### src/rtl/core/rsq_pkg.sv
// shared types, codes and constants of the reliable send queue core
// no dependencies
package rsq_pkg;

    localparam int QUEUE_DEPTH_DEF = 16;
    localparam int CMD_DEPTH       = 2;     // power of two
    localparam int CMD_PW          = $clog2(CMD_DEPTH);

    localparam logic [14:0] SEQ_LIMIT    = 15'h7FFF;
    localparam logic [16:0] TIMER_MAX    = 17'h1FFFF;
    localparam logic [15:0] RESEND_RESET = 16'd100;

    typedef enum logic [2:0] {
        FN_QUEUE  = 3'd0,
        FN_TICK   = 3'd1,
        FN_ACK    = 3'd2,
        FN_CLEAR  = 3'd3,
        FN_DIRECT = 3'd4
    } t_func;

    typedef enum logic [1:0] {
        KD_SEND   = 2'd0,
        KD_RESEND = 2'd1,
        KD_DROP   = 2'd2
    } t_kind;

    typedef struct packed {
        t_func       func;
        logic        guaranteed;
        logic [15:0] handle;
        logic [15:0] ticks;
        logic [14:0] ack;
    } t_cmd;

    // sequence index counts 1..32766 and wraps to 1
    function automatic logic [14:0] take_index(input logic [14:0] cur);
        logic [14:0] nxt;
        nxt = cur + 15'd1;
        if (nxt == SEQ_LIMIT || nxt == 15'd0) begin
            nxt = 15'd1;
        end
        return nxt;
    endfunction

endpackage

### src/rtl/core/rsq_front.sv
// front end: accepts input words, decodes the operation, queues commands
// depends on rsq_pkg
module rsq_front (
    input  logic              i_clk,
    input  logic              i_rst_n,
    input  logic              i_valid,
    output logic              o_ready,
    input  logic [2:0]        i_func,
    input  logic              i_guaranteed,
    input  logic [15:0]       i_handle,
    input  logic [15:0]       i_ticks,
    input  logic [14:0]       i_ack,
    output logic              o_cmd_valid,
    output rsq_pkg::t_cmd     o_cmd,
    input  logic              i_cmd_pop
);
    import rsq_pkg::*;

    t_cmd              r_buf [CMD_DEPTH];
    logic [CMD_PW-1:0] r_wp, n_wp;
    logic [CMD_PW-1:0] r_rp, n_rp;
    logic [CMD_PW:0]   r_cnt, n_cnt;
    logic              known;
    logic              push;
    logic              pop;
    t_cmd              cmd_in;

    assign o_ready     = (r_cnt != (CMD_PW+1)'(CMD_DEPTH));
    assign o_cmd_valid = (r_cnt != '0);
    assign o_cmd       = r_buf[r_rp];

    // unused operation codes are taken and dropped here
    assign known = (i_func <= 3'(FN_DIRECT));
    assign push  = i_valid && o_ready && known;
    assign pop   = i_cmd_pop && o_cmd_valid;

    always_comb begin
        cmd_in.func       = t_func'(i_func);
        cmd_in.guaranteed = i_guaranteed;
        cmd_in.handle     = i_handle;
        cmd_in.ticks      = i_ticks;
        cmd_in.ack        = i_ack;
        n_wp  = push ? r_wp + 1'b1 : r_wp;
        n_rp  = pop  ? r_rp + 1'b1 : r_rp;
        n_cnt = r_cnt + (CMD_PW+1)'(push) - (CMD_PW+1)'(pop);
    end

    always_ff @(posedge i_clk) begin
        if (!i_rst_n) begin
            r_wp  <= '0;
            r_rp  <= '0;
            r_cnt <= '0;
        end else begin
            r_wp  <= n_wp;
            r_rp  <= n_rp;
            r_cnt <= n_cnt;
        end
    end

    always_ff @(posedge i_clk) begin
        if (push) begin
            r_buf[r_wp] <= cmd_in;
        end
    end

endmodule

### src/rtl/core/rsq_back.sv
// back end: packet queue memory, pending packet, resend timer, result register
// depends on rsq_pkg
module rsq_back #(
    parameter int QUEUE_DEPTH = rsq_pkg::QUEUE_DEPTH_DEF
) (
    input  logic              i_clk,
    input  logic              i_rst_n,
    input  logic              i_cfg_we,
    input  logic [15:0]       i_cfg_wdata,
    input  logic              i_cmd_valid,
    input  rsq_pkg::t_cmd     i_cmd,
    output logic              o_cmd_pop,
    output logic              o_valid,
    input  logic              i_ready,
    output rsq_pkg::t_kind    o_kind,
    output logic [15:0]       o_header,
    output logic [15:0]       o_handle,
    output logic              o_last
);
    import rsq_pkg::*;

    localparam int AW = (QUEUE_DEPTH > 1) ? $clog2(QUEUE_DEPTH) : 1;
    localparam int CW = $clog2(QUEUE_DEPTH + 1);
    localparam int SW = AW + 1;

    typedef struct packed {
        logic        flag;
        logic [14:0] seq;
        logic [15:0] handle;
    } t_entry;

    typedef enum logic [1:0] {S_IDLE, S_READ, S_EMIT} t_state;

    t_entry      mem [QUEUE_DEPTH];
    t_entry      r_rd;

    t_state      r_state, n_state;
    logic [15:0] r_interval;
    logic [14:0] r_next_idx, n_next_idx;
    logic [AW-1:0] r_head, n_head;
    logic [CW-1:0] r_count, n_count;
    logic        r_pend, n_pend;
    logic [14:0] r_pseq, n_pseq;
    logic [15:0] r_phnd, n_phnd;
    logic [16:0] r_timer, n_timer;
    logic        r_out_valid, n_out_valid;
    t_kind       r_kind, n_kind;
    logic [15:0] r_hdr, n_hdr;
    logic [15:0] r_hnd, n_hnd;
    logic        r_last, n_last;

    logic          out_free;
    logic          mem_we;
    t_entry        mem_wdata;
    logic [SW-1:0] tail_sum;
    logic [AW-1:0] tail;
    logic [14:0]   idx_taken;
    logic [17:0]   timer_sum;
    logic [16:0]   timer_sat;
    logic          full;

    assign o_valid  = r_out_valid;
    assign o_kind   = r_kind;
    assign o_header = r_hdr;
    assign o_handle = r_hnd;
    assign o_last   = r_last;

    assign out_free  = !r_out_valid || i_ready;
    assign idx_taken = take_index(r_next_idx);
    assign full      = (r_count == CW'(QUEUE_DEPTH));
    assign tail_sum  = SW'(r_head) + SW'(r_count);
    assign tail      = (tail_sum >= SW'(QUEUE_DEPTH)) ?
                       AW'(tail_sum - SW'(QUEUE_DEPTH)) : AW'(tail_sum);
    assign timer_sum = {1'b0, r_timer} + 18'(i_cmd.ticks);
    assign timer_sat = timer_sum[17] ? TIMER_MAX : timer_sum[16:0];

    always_comb begin
        mem_wdata.flag   = i_cmd.guaranteed;
        mem_wdata.seq    = idx_taken;
        mem_wdata.handle = i_cmd.handle;
    end

    always_comb begin
        n_state     = r_state;
        n_next_idx  = r_next_idx;
        n_head      = r_head;
        n_count     = r_count;
        n_pend      = r_pend;
        n_pseq      = r_pseq;
        n_phnd      = r_phnd;
        n_timer     = r_timer;
        n_out_valid = r_out_valid && !i_ready;
        n_kind      = r_kind;
        n_hdr       = r_hdr;
        n_hnd       = r_hnd;
        n_last      = r_last;
        o_cmd_pop   = 1'b0;
        mem_we      = 1'b0;

        unique case (r_state)
            S_IDLE: begin
                if (i_cmd_valid && out_free) begin
                    o_cmd_pop = 1'b1;
                    unique case (i_cmd.func)
                        FN_QUEUE: begin
                            if (full) begin
                                n_out_valid = 1'b1;
                                n_kind      = KD_DROP;
                                n_hdr       = '0;
                                n_hnd       = i_cmd.handle;
                                n_last      = 1'b1;
                            end else begin
                                mem_we     = 1'b1;
                                n_next_idx = idx_taken;
                                n_count    = r_count + 1'b1;
                                if (r_pend) begin
                                    if (r_timer >= {1'b0, r_interval}) begin
                                        n_timer     = '0;
                                        n_out_valid = 1'b1;
                                        n_kind      = KD_RESEND;
                                        n_hdr       = {1'b1, r_pseq};
                                        n_hnd       = r_phnd;
                                        n_last      = 1'b1;
                                    end
                                end else begin
                                    n_state = S_READ;
                                end
                            end
                        end
                        FN_TICK: begin
                            if (r_pend) begin
                                if (timer_sat >= {1'b0, r_interval}) begin
                                    n_timer     = '0;
                                    n_out_valid = 1'b1;
                                    n_kind      = KD_RESEND;
                                    n_hdr       = {1'b1, r_pseq};
                                    n_hnd       = r_phnd;
                                    n_last      = 1'b1;
                                end else begin
                                    n_timer = timer_sat;
                                end
                            end else if (r_count != '0) begin
                                n_state = S_READ;
                            end
                        end
                        FN_ACK: begin
                            if (r_pend && i_cmd.ack == r_pseq) begin
                                n_pend = 1'b0;
                            end
                        end
                        FN_CLEAR: begin
                            n_pend  = 1'b0;
                            n_head  = '0;
                            n_count = '0;
                        end
                        FN_DIRECT: begin
                            n_next_idx  = idx_taken;
                            n_out_valid = 1'b1;
                            n_kind      = KD_SEND;
                            n_hdr       = {1'b0, idx_taken};
                            n_hnd       = i_cmd.handle;
                            n_last      = 1'b1;
                        end
                        default: ;
                    endcase
                end
            end
            S_READ: begin
                // head entry lands in r_rd at this edge
                n_state = S_EMIT;
            end
            S_EMIT: begin
                if (out_free) begin
                    n_out_valid = 1'b1;
                    n_kind      = KD_SEND;
                    n_hdr       = {r_rd.flag, r_rd.seq};
                    n_hnd       = r_rd.handle;
                    n_head      = (r_head == AW'(QUEUE_DEPTH - 1)) ? '0 : r_head + 1'b1;
                    n_count     = r_count - 1'b1;
                    if (r_rd.flag) begin
                        n_pend  = 1'b1;
                        n_pseq  = r_rd.seq;
                        n_phnd  = r_rd.handle;
                        n_timer = '0;
                        n_last  = 1'b1;
                        n_state = S_IDLE;
                    end else if (r_count == CW'(1)) begin
                        n_last  = 1'b1;
                        n_state = S_IDLE;
                    end else begin
                        n_last  = 1'b0;
                        n_state = S_READ;
                    end
                end
            end
            default: n_state = S_IDLE;
        endcase
    end

    always_ff @(posedge i_clk) begin
        if (!i_rst_n) begin
            r_state     <= S_IDLE;
            r_interval  <= RESEND_RESET;
            r_next_idx  <= '0;
            r_head      <= '0;
            r_count     <= '0;
            r_pend      <= 1'b0;
            r_pseq      <= '0;
            r_phnd      <= '0;
            r_timer     <= '0;
            r_out_valid <= 1'b0;
        end else begin
            r_state     <= n_state;
            if (i_cfg_we) begin
                r_interval <= i_cfg_wdata;
            end
            r_next_idx  <= n_next_idx;
            r_head      <= n_head;
            r_count     <= n_count;
            r_pend      <= n_pend;
            r_pseq      <= n_pseq;
            r_phnd      <= n_phnd;
            r_timer     <= n_timer;
            r_out_valid <= n_out_valid;
        end
        r_kind <= n_kind;
        r_hdr  <= n_hdr;
        r_hnd  <= n_hnd;
        r_last <= n_last;
    end

    always_ff @(posedge i_clk) begin
        if (mem_we) begin
            mem[tail] <= mem_wdata;
        end
        r_rd <= mem[r_head];
    end

endmodule

### src/rtl/core/reliable_send_queue_arq_core.sv
// top level of the stop-and-wait send queue core
// depends on rsq_pkg, rsq_front, rsq_back
//
// usage: one command word per input beat (queue packet, tick, ack, clear
// queue, direct send), selected by s_axis_tuser. a queue packet, tick or direct
// send may produce results on the master side: sends, resends of the pending
// guaranteed packet, or a drop report when the packet queue is full.
// tlast marks the final result of one command word; commands that give no
// result (ack, clear, unknown codes, quiet ticks) show nothing on the output.
// the front decodes into a two-entry command queue, so input is taken
// while the back end works or the output stalls. a direct send, resend or
// drop report goes from the command queue into the result register; each
// flushed send is read from the packet queue into r_rd in S_READ and put in
// the result register in S_EMIT, one packet after the other, and the back
// end takes the next command only when the flush ends. a stalled receiver
// holds the result register and the back end waits; the command queue then
// fills and s_axis_tready falls. reset clears queue, pending packet, timer
// and index counter, and sets the resend interval to 100 ticks. i_cfg_we writes
// the interval; the user must write it only while idle, the block does not enforce it.
module reliable_send_queue_arq_core #(
    parameter int QUEUE_DEPTH = rsq_pkg::QUEUE_DEPTH_DEF
) (
    input  logic        i_clk,
    input  logic        i_rst_n,
    input  logic        i_cfg_we,
    input  logic [15:0] i_cfg_wdata,
    input  logic        s_axis_tvalid,
    output logic        s_axis_tready,
    input  logic [47:0] s_axis_tdata,   // payload_handle, elapsed_ticks, ack_index, pad
    input  logic [3:0]  s_axis_tuser,   // func, guaranteed
    output logic        m_axis_tvalid,
    input  logic        m_axis_tready,
    output logic [31:0] m_axis_tdata,   // header_word, out_handle
    output logic [1:0]  m_axis_tuser,   // kind
    output logic        m_axis_tlast
);
    import rsq_pkg::*;

    logic        cmd_valid;
    t_cmd        cmd;
    logic        cmd_pop;
    t_kind       kind;
    logic [15:0] header;
    logic [15:0] handle;

    rsq_front u_front (
        .i_clk        (i_clk),
        .i_rst_n      (i_rst_n),
        .i_valid      (s_axis_tvalid),
        .o_ready      (s_axis_tready),
        .i_func       (s_axis_tuser[2:0]),
        .i_guaranteed (s_axis_tuser[3]),
        .i_handle     (s_axis_tdata[15:0]),
        .i_ticks      (s_axis_tdata[31:16]),
        .i_ack        (s_axis_tdata[46:32]),
        .o_cmd_valid  (cmd_valid),
        .o_cmd        (cmd),
        .i_cmd_pop    (cmd_pop)
    );

    rsq_back #(
        .QUEUE_DEPTH (QUEUE_DEPTH)
    ) u_back (
        .i_clk       (i_clk),
        .i_rst_n     (i_rst_n),
        .i_cfg_we    (i_cfg_we),
        .i_cfg_wdata (i_cfg_wdata),
        .i_cmd_valid (cmd_valid),
        .i_cmd       (cmd),
        .o_cmd_pop   (cmd_pop),
        .o_valid     (m_axis_tvalid),
        .i_ready     (m_axis_tready),
        .o_kind      (kind),
        .o_header    (header),
        .o_handle    (handle),
        .o_last      (m_axis_tlast)
    );

    assign m_axis_tdata = {handle, header};
    assign m_axis_tuser = 2'(kind);

endmodule

### config.mk
export PLATFORM = sky130hd
export DESIGN_NAME = reliable_send_queue_arq_core
export DESIGN_NICKNAME = d
export VERILOG_FILES = /design/src/rtl/core/rsq_pkg.sv /design/src/rtl/core/rsq_front.sv /design/src/rtl/core/rsq_back.sv /design/src/rtl/core/reliable_send_queue_arq_core.sv
export SDC_FILE = /design/constraint.sdc
export NUM_CORES = 1
export LEC_CHECK = 0
export BUFFER_PORTS_ARGS = -buffer_cell sky130_fd_sc_hd__buf_2
export CORE_ASPECT_RATIO = 1.25
export CORE_MARGIN = 2
export CORE_UTILIZATION = 45
export CTS_CLUSTER_DIAMETER = 100
export DETAILED_ROUTE_END_ITERATION = 12
export PLACE_DENSITY = 0.57
export SETUP_SLACK_MARGIN = 0.5
export SLEW_MARGIN = 20
export SYNTH_ARGS = -nofsm -noshare
export SYNTH_HDL_FRONTEND = slang
export SYNTH_SLANG_ARGS = --single-unit
export TNS_END_PERCENT = 30
### constraint.sdc
create_clock -name i_clk -period 8.87 [get_ports i_clk]
set_clock_uncertainty 0.15 [all_clocks]
set_input_delay 1.3305 -clock i_clk [delete_from_list [all_inputs] [get_ports i_clk]]
set_output_delay 1.3305 -clock i_clk [all_outputs]
set_load 0.02 [all_outputs]
==> reports/qor.csv, run 1 <==
stage,metric,value,unit
status,run status,finished clean,
power_and_ir_drop,maximum vdd drop,0.182,mV
timing,final hold vios,0,
route,routed wirelength normalized by instance count,24.4,µm
synth,most frequent cell after synthesis,edfxtp_1,
timing,relative slew slack,28.4,%
clock_network,Clock Sinks,778,
route,drt first pass iters,6,
critical_path,cell depth of the worst flop-to-flop path,17,
route,remaining antenna violation count after routing,0,
global_route,number of antenna violations at the first check in global routing,2,
synth,"top cells by area, synth","edfxtp_1, mux4_2, dfxtp_1, ha_1, nand2_1",
route,final routed DRC violation total,0,
critical_path,CP startpoint kind,flop,
floorplan,number of standard-cell rows in the floorplan,108,
worst_hold_path,path class of the lowest-slack min-delay path,reg2reg,
power_and_ir_drop,NetSw,2.07,mW
timing,worst slew pin tran,1070,ps
power_and_ir_drop,Net Sw Frac,24.3,%
place,port buffer count,108,
place,"Cell Area, Placed",0.0334,mm²
power_and_ir_drop,power share of the combinational group,11.7,%
power_and_ir_drop,clock network fraction of total power,38.0,%
critical_path,Critical Path Fanout Max,43,
place,HPWL Detailed,43400,µm
timing,setup ws final,2780,ps
critical_path,reg-to-reg endpoint,u_back.o_header[14]$_DFFE_PP_,
critical_path,reg2reg setup slack,2780,ps
synth,post-synth design cell area,0.0316,mm²
timing,post-route minimum period,6090,ps
global_route,overflow left after global routing,0,
global_route,aggregate global-route resource usage,20.5,%
critical_path,Critical Path End Type,flop,
place,RD Place Congestion,0.867,
floorplan,Die X-Extent,241,µm
finish,number of nets at the end of the flow,2140,
timing,number of max-slew violations in the final report,0,
synth,cells after synthesis,1877,
critical_path,critical path endpoint,u_back.o_header[14]$_DFFE_PP_,
floorplan,Die Span Y,300,µm
power_and_ir_drop,share of total power in sequential cells,50.3,%
power_and_ir_drop,Pwr Density,237,mW/mm²
finish,fillcell total,5739,
floorplan,placeable core area,0.0695,mm²
timing,timing-limited maximum frequency,0.164,GHz
finish,share of final-layout standard cells stronger than drive strength 1,24.0,%
clock_network,cell at the root of the clock tree,clkbuf_16,
clock_network,Post-CTS Hold Fix Bufs,0,
clock_network,post-CTS resize count,0,
timing,Fin Hold WS,299,ps
synth,library cell occupying the most area in the post-synthesis netlist,edfxtp_1,
global_route,maximum number of pins on one net before global-route repair,66,
clock_network,clock tree from TritonCTS,yes,
clock_network,CTS Buffer Depth,3,
timing,number of endpoints failing setup at the final stage,0,
synth,#FFs+latches synth,778,
global_route,global-route wire length before repair,109000,µm
route,Avg Vias per Cell,5.72,
timing,setup repair after global routing missed its margin,false,
synth,Yosys Warn Count,0,
synth,Most used DFF post-synth,edfxtp_1,
synth,Async SR Flop Fraction,0,%
clock_network,total setup buffers inserted after CTS,0,
synth,share of the yosys chip area belonging to registers,69.8,%
run,max-cap check violation count,0,
finish,area of all placed cells without fillers,0.0359,mm²
synth,net count of the mapped netlist,2011,
floorplan,starting utilization of the core area,45.5,%
worst_hold_path,HP Start,u_back.r_rd[15]$_DFF_P_,
floorplan,total die area,0.0724,mm²
clock_network,CTS buffer count,76,
power_and_ir_drop,Leakage Power,11.7,nW
route,Iter 0 DRT Violations,1510,
finish,Syn-to-layout area delta,13.6,%
synth,mean instance size in the synthesized netlist,16.9,µm²
clock_network,clock-pin slew on the worst setup and hold paths,60,ps
route,vias after detailed routing,17187,
clock_network,CTS H-Tree Depth,3,
timing,final worst-path cycle share,68.6,%
timing,Setup TNS Final,0,ps
global_route,via count of the first global-routing pass,17534,
place,Placement Setup Slack,2660,ps
critical_path,Critical Path RT,9000,ps
critical_path,signal arrival time at the worst endpoint,6220,ps
power_and_ir_drop,P_int,6.46,mW
floorplan,count of boundary I/O pins,110,
synth,top cells by instance count after synthesis,"edfxtp_1, mux4_2, nand2_1, dfxtp_1, nor2_1",
synth,portion of synthesized cell area occupied by the leading cell type,61.6,%
clock_network,Skew-Pair Late Insertion Delay,620,ps
critical_path,start-to-end type of the worst setup path,reg2reg,
route,total wire length after detailed routing,73400,µm
synth,Post-synth EDFFs,649,
synth,count of unique library cells instantiated by Yosys,73,
==> kinds of logic (layout without fill, tap and decap cells) <==
family / after synthesis / in the layout / synth area share, %
buffers and inverters: 123 / 313 / 1.53
adders and majority gates: 61 / 61 / 2.46
AOI/OAI and AO/OA: 257 / 257 / 5.29
other: 0 / 1 / 0
and+or+nand+nor: 371 / 371 / 5.57
muxes: 241 / 241 / 14.1
xor gates and xnor gates: 46 / 46 / 1.27
DFF: 778 / 778 / 69.8
==> critical path, stage by stage, from the launching register on <==
cell and delay (ps):
dfxtp_2 580, buf_4 640, mux2_2 440, fa_1 490, a211oi_1 380, o211ai_1 230, and2_1 200, a41oi_1 250
xor2_1 170, nand2_1 110, ha_1 350, nand4_1 120, nor3_1 210, a22oi_1 100, o2111ai_2 170, nand3_1 190
a21oi_4 530, buf_4 400
==> state kept, by name, summed over array words and instances, names as in the netlist, 4 cells and up, named ones only <==
register	flops
u_back.mem	512
u_back.r_count	5
u_back.r_head	4
u_back.r_rd	32
u_back.o_header	16
u_back.r_timer	17
u_back.r_interval	16
u_back.r_pseq	15
u_back.r_next_idx	15
u_back.r_phnd	16
u_front.r_buf	102
u_back.o_handle	16
==> power groups by stage <==
stage / clock (mW) / sequential, mW / combinational, mW
after global placement: 0 / 4.36 / 0.977
final: 3.24 / 4.29 / 0.997
after floorplan: 0 / 4.36 / 0.665
after detailed placement: 0 / 4.37 / 1.01
after CTS: 3.32 / 4.29 / 1.01
after global routing: 3.46 / 4.30 / 1.10
==> stage by stage <==
step                total power, mW  utilization, %  std cells
floorplan                      5.03               -       1877
global placement               5.34            48.1       2863
detailed placement             5.38            48.1       2863
CTS                            8.62            51.7       3002
global route                   8.86            51.7       3002
finish                         8.53            51.7       3003
==> area by class of cell <==
cell class | count | area [µm²] | share of cell area [%]
Antenna cell | 1 | 2.50 | 0.00696
Tap cell | 935 | 1170 | 3.26
Clock buffer | 110 | 2180 | 6.07
Sequential cell | 778 | 22100 | 61.4
Timing Repair Buffer | 143 | 807 | 2.25
Inverter | 31 | 116 | 0.324
Multi-Input combinational cell | 976 | 9240 | 25.7
Clock inverter | 29 | 334 | 0.930
==> layout by cell type, fill, tap and decap left out, types with 42 or more instances in the layout <==
master	n
a21oi_1	77
buf_2	108
clkbuf_16	78
dfxtp_1	124
edfxtp_1	649
ha_1	59
mux2i_1	47
mux4_2	160
nand2_1	143
nor2_1	65
o21ai_0	42
==> layer usage <==
layer  wire length (µm)  track usage [%]
met1              31300             27.9
met4               1600             6.23
met5                 13                0
met3               3770             2.81
met2              36700             34.6
==> worst min path at each step <==
stage,to,slack (ps),cells past startpoint
4_1_cts,u_back.r_phnd[1]$_SDFFE_PN0P_,300,2
6_report,u_back.r_phnd[15]$_SDFFE_PN0P_,300,2
3_5_place_dp,u_back.r_phnd[15]$_SDFFE_PN0P_,290,2
3_3_place_gp,u_back.r_phnd[1]$_SDFFE_PN0P_,290,2
5_1_grt,u_back.r_phnd[15]$_SDFFE_PN0P_,320,2
2_1_floorplan,u_back.r_phnd[0]$_SDFFE_PN0P_,280,2
(Power assumes the default switching activity.)
==> run 2: changes to the inputs <==
--- a/config.mk
+++ b/config.mk
@@ -11,7 +11,7 @@
 export CORE_UTILIZATION = 45
 export CTS_CLUSTER_DIAMETER = 100
 export DETAILED_ROUTE_END_ITERATION = 12
-export PLACE_DENSITY = 0.57
+export PLACE_DENSITY = 0.59
 export SETUP_SLACK_MARGIN = 0.5
 export SLEW_MARGIN = 20
 export SYNTH_ARGS = -nofsm -noshare
==> constraint.sdc (replaced) <==
create_clock -name i_clk -period 4.95 [get_ports i_clk]
set_clock_uncertainty 0.15 [all_clocks]
set_input_delay 0.7425 -clock i_clk [delete_from_list [all_inputs] [get_ports i_clk]]
set_output_delay 0.7425 -clock i_clk [all_outputs]
set_load 0.02 [all_outputs]
==> run 2 against run 1 <==
  * Global-route usage grew 0.43 points
  * Highest routed layer unchanged
  * Worst setup slack got worse by 2200 ps
  * Critical endpoint is now u_back.o_header[8]$_DFFE_PP_
  * Total power increased by 79%
  * Non-clock buffer count grew 38
  * First-iteration DRC count rose by 1.1%
  * Register-to-register slack got worse by 2200 ps
  * Flip-flop and latch count unchanged
  * Cell area is 2.0% higher
  * Fmax rose by 38%
==> reports/qor.csv, run 2 (synthesis results as in run 1) <==
stage,metric,value,unit,change
power_and_ir_drop,Leakage Power,11.9,nW,was 11.7 nW
place,HPWL Detailed,45000,µm,was 43400 µm
finish,area of all placed cells without fillers,0.0367,mm²,was 0.0359 mm²
floorplan,total die area,0.0724,mm²,unchanged
critical_path,Critical Path RT,5130,ps,was 9000 ps
finish,register name with the most flops,u_back.mem,,unchanged
timing,number of max-slew violations in the final report,0,,unchanged
power_and_ir_drop,maximum vdd drop,0.242,mV,was 0.182 mV
finish,ant diodes,0,,was 1
route,vias after detailed routing,17355,,was 17187
global_route,number of antenna violations at the first check in global routing,2,,unchanged
floorplan,number of standard-cell rows in the floorplan,108,,unchanged
critical_path,start-to-end type of the worst setup path,reg2reg,,unchanged
timing,worst slew pin tran,1040,ps,was 1070 ps
clock_network,Clock Sinks,778,,unchanged
route,drt first pass iters,7,,was 6
route,total wire length after detailed routing,75500,µm,was 73400 µm
power_and_ir_drop,share of total power in sequential cells,50.3,%,about the same
clock_network,CTS H-Tree Depth,3,,unchanged
route,Iter 0 DRT Violations,1526,,was 1510
global_route,via count of the first global-routing pass,17702,,was 17534
place,port buffer count,108,,unchanged
floorplan,placeable core area,0.0695,mm²,unchanged
global_route,maximum number of pins on one net before global-route repair,95,,was 66
power_and_ir_drop,Net Sw Frac,25.0,%,was 24.3%
timing,post-route minimum period,4400,ps,was 6090 ps
critical_path,Critical Path Fanout Max,8,,was 43
global_route,overflow left after global routing,0,,unchanged
power_and_ir_drop,power share of the combinational group,14.1,%,was 11.7%
route,routed wirelength normalized by instance count,24.8,µm,was 24.4 µm
critical_path,signal arrival time at the worst endpoint,4580,ps,was 6220 ps
floorplan,count of boundary I/O pins,110,,unchanged
clock_network,Post-CTS Hold Fix Bufs,0,,unchanged
timing,setup repair after global routing missed its margin,true,,was false
route,final routed DRC violation total,0,,unchanged
worst_hold_path,path class of the lowest-slack min-delay path,in2reg,,was reg2reg
route,remaining antenna violation count after routing,0,,unchanged
finish,number of nets at the end of the flow,2177,,was 2140
clock_network,CTS buffer count,75,,was 76
power_and_ir_drop,P_int,11.4,mW,was 6.46 mW
power_and_ir_drop,total power consumption of the routed design,15.3,mW,was 8.53 mW
floorplan,Die Span Y,300,µm,unchanged
timing,final worst-path cycle share,89.0,%,was 68.6%
critical_path,Top Family by Delay on Critical Path,compound AO/OA/AOI/OAI gates,,unchanged
timing,relative slew slack,30.2,%,was 28.4%
power_and_ir_drop,clock network fraction of total power,35.6,%,was 38.0%
floorplan,Die X-Extent,241,µm,unchanged
timing,final hold vios,0,,unchanged
critical_path,reg2reg setup slack,550,ps,was 2780 ps
clock_network,CTS Buffer Depth,3,,unchanged
finish,"leading cell types in the layout, fill and taps excluded","edfxtp_1, mux4_2, nand2_1",,unchanged
clock_network,Skew-Pair Late Insertion Delay,630,ps,was 620 ps
clock_network,clock-pin slew on the worst setup and hold paths,60,ps,about the same
critical_path,cell depth of the worst flop-to-flop path,19,,was 17
place,RD Place Congestion,0.844,,was 0.867
status,run status,finished clean,,unchanged
finish,max reg flops,512,,unchanged
clock_network,clock tree from TritonCTS,yes,,unchanged
place,Placement Setup Slack,145,ps,was 2660 ps
global_route,aggregate global-route resource usage,21.0,%,was 20.5%
worst_hold_path,Cells on Worst Hold Path,1,,was 2
timing,setup ws final,547,ps,was 2780 ps
critical_path,Critical Path End Type,flop,,unchanged
critical_path,critical-path cell list,"mux2_4, ha_4, fa_2, a211oi_2, o211ai_1, nand2_1, o2bb2ai_2, xor2_1, nand2_2, ha_4, a21o_1, a21o_1, a21oi_2, o21a_1, o2111ai_4, nand3_2, a21oi_4, buf_12, clkbuf_16",,"was buf_4, mux2_2, fa_1, a211oi_1, o211ai_1, and2_1, a41oi_1, xor2_1, nand2_1, ha_1, nand4_1, nor3_1, a22oi_1, o2111ai_2, nand3_1, a21oi_4, buf_4"
critical_path,"Buf+Inv Stages, Crit Path",2,,unchanged
power_and_ir_drop,Pwr Density,416,mW/mm²,was 237 mW/mm²
critical_path,delay of the slowest cell on the worst path,450,ps,was 640 ps
global_route,global-route wire length before repair,111000,µm,was 109000 µm
run,max-cap check violation count,0,,unchanged
timing,timing-limited maximum frequency,0.227,GHz,was 0.164 GHz
finish,share of final-layout standard cells stronger than drive strength 1,27.2,%,was 24.0%
floorplan,starting utilization of the core area,45.5,%,unchanged
route,Avg Vias per Cell,5.71,,was 5.72
critical_path,cell with the largest stage delay on the worst path,dfxtp_4,,was buf_4
critical_path,CP startpoint kind,flop,,unchanged
timing,number of endpoints failing setup at the final stage,0,,unchanged
finish,biggest regs,"u_back.mem x512, u_front.r_buf x102, u_back.r_rd x32",,unchanged
clock_network,cell at the root of the clock tree,clkbuf_16,,unchanged
critical_path,number of cells on the critical path,19,,was 17
finish,"commonest non-fill, non-tap cell in the layout",edfxtp_1,,unchanged
finish,Syn-to-layout area delta,15.9,%,was 13.6%
place,"Cell Area, Placed",0.0338,mm²,was 0.0334 mm²
power_and_ir_drop,NetSw,3.82,mW,was 2.07 mW
-- run 2: cell count changes in the layout (fill, tap and decap cells not counted), sizes merged --
cell	previous run	this run
buf	143	179
clkinv	19	22
clkbuf	110	108
bufinv	6	2
clkinvlp	1	3
diode	1	0
-- run 2: final timing paths --
path / startpoint / end
max reg2reg: flop / u_back.o_header[8]$_DFFE_PP_
min reg2reg: u_back.r_rd[10]$_DFF_P_ / u_back.r_phnd[10]$_SDFFE_PN0P_
max: flop / u_back.o_header[8]$_DFFE_PP_
min: s_axis_tdata[44] / u_front.r_buf[1][12]$_DFFE_PP_
-- run 2: worst register-to-register path: cells and delay by family (launching register included) --
family	cells	cell delay, ps
adder cells (fa/ha/maj)	3	860
AND/OR/NAND/NOR	3	390
multiplexers	1	340
flip-flops	1	450
AO/OA/AOI/OAI	9	1380
buffers and inverters	2	340
XOR/XNOR	1	220
-- run 2: area by class of cell --
| type | count | area, µm² |
|---|---|---|
| repair buffers | 181 | 1360 |
| flip-flops and latches | 778 | 22100 |
| inverters | 31 | 116 |
| clock inverters | 30 | 244 |
| well taps | 935 | 1170 |
| fillers | 5644 | 32800 |
| multi-input cells | 976 | 9630 |
| clock buffers | 106 | 2070 |
-- run 2: repair_timing --
action                                  in CTS  in global routing
pin swaps                                    7                 34
endpoints found under the setup margin      52                 52
buffers inserted                            17                  5
gates cloned                                 3                  2
resized for setup                           33                 28
-- run 2: power by group through the flow --
stage	clock network, mW	registers [mW]	logic (mW)
after global routing	5.80	7.70	2.35
after CTS	5.56	7.68	2.07
after global placement	0	7.80	1.87
after detailed placement	0	7.81	1.92
final	5.43	7.68	2.15
after floorplan	0	7.81	1.30
-- run 2: stage by stage --
| stage | setup TNS (ps) | utilization (%) | std cells | hold slack, ps |
|---|---|---|---|---|
| 3_3_place_gp | 0 | 48.6 | 2874 | 286 |
| 3_5_place_dp | 0 | 48.6 | 2874 | 294 |
| 2_1_floorplan | -1440 | - | 1877 | 282 |
| 6_report | 0 | 52.8 | 3037 | 165 |
| 4_1_cts | 0 | 52.4 | 3030 | 135 |
| 5_1_grt | 0 | 52.8 | 3037 | 151 |
-- run 2: per-layer routing --
metal / part of all wire, % / routed length, µm / track usage, % / up-vias
met5: 0.017 / 13 / 0 / -
met2: 51 / 38300 / 35.8 / 443
met3: 4.7 / 3540 / 2.82 / 109
met1: 42 / 32000 / 28.2 / 9043
met4: 2.1 / 1580 / 5.95 / 2
li1: - / - / - / 7758
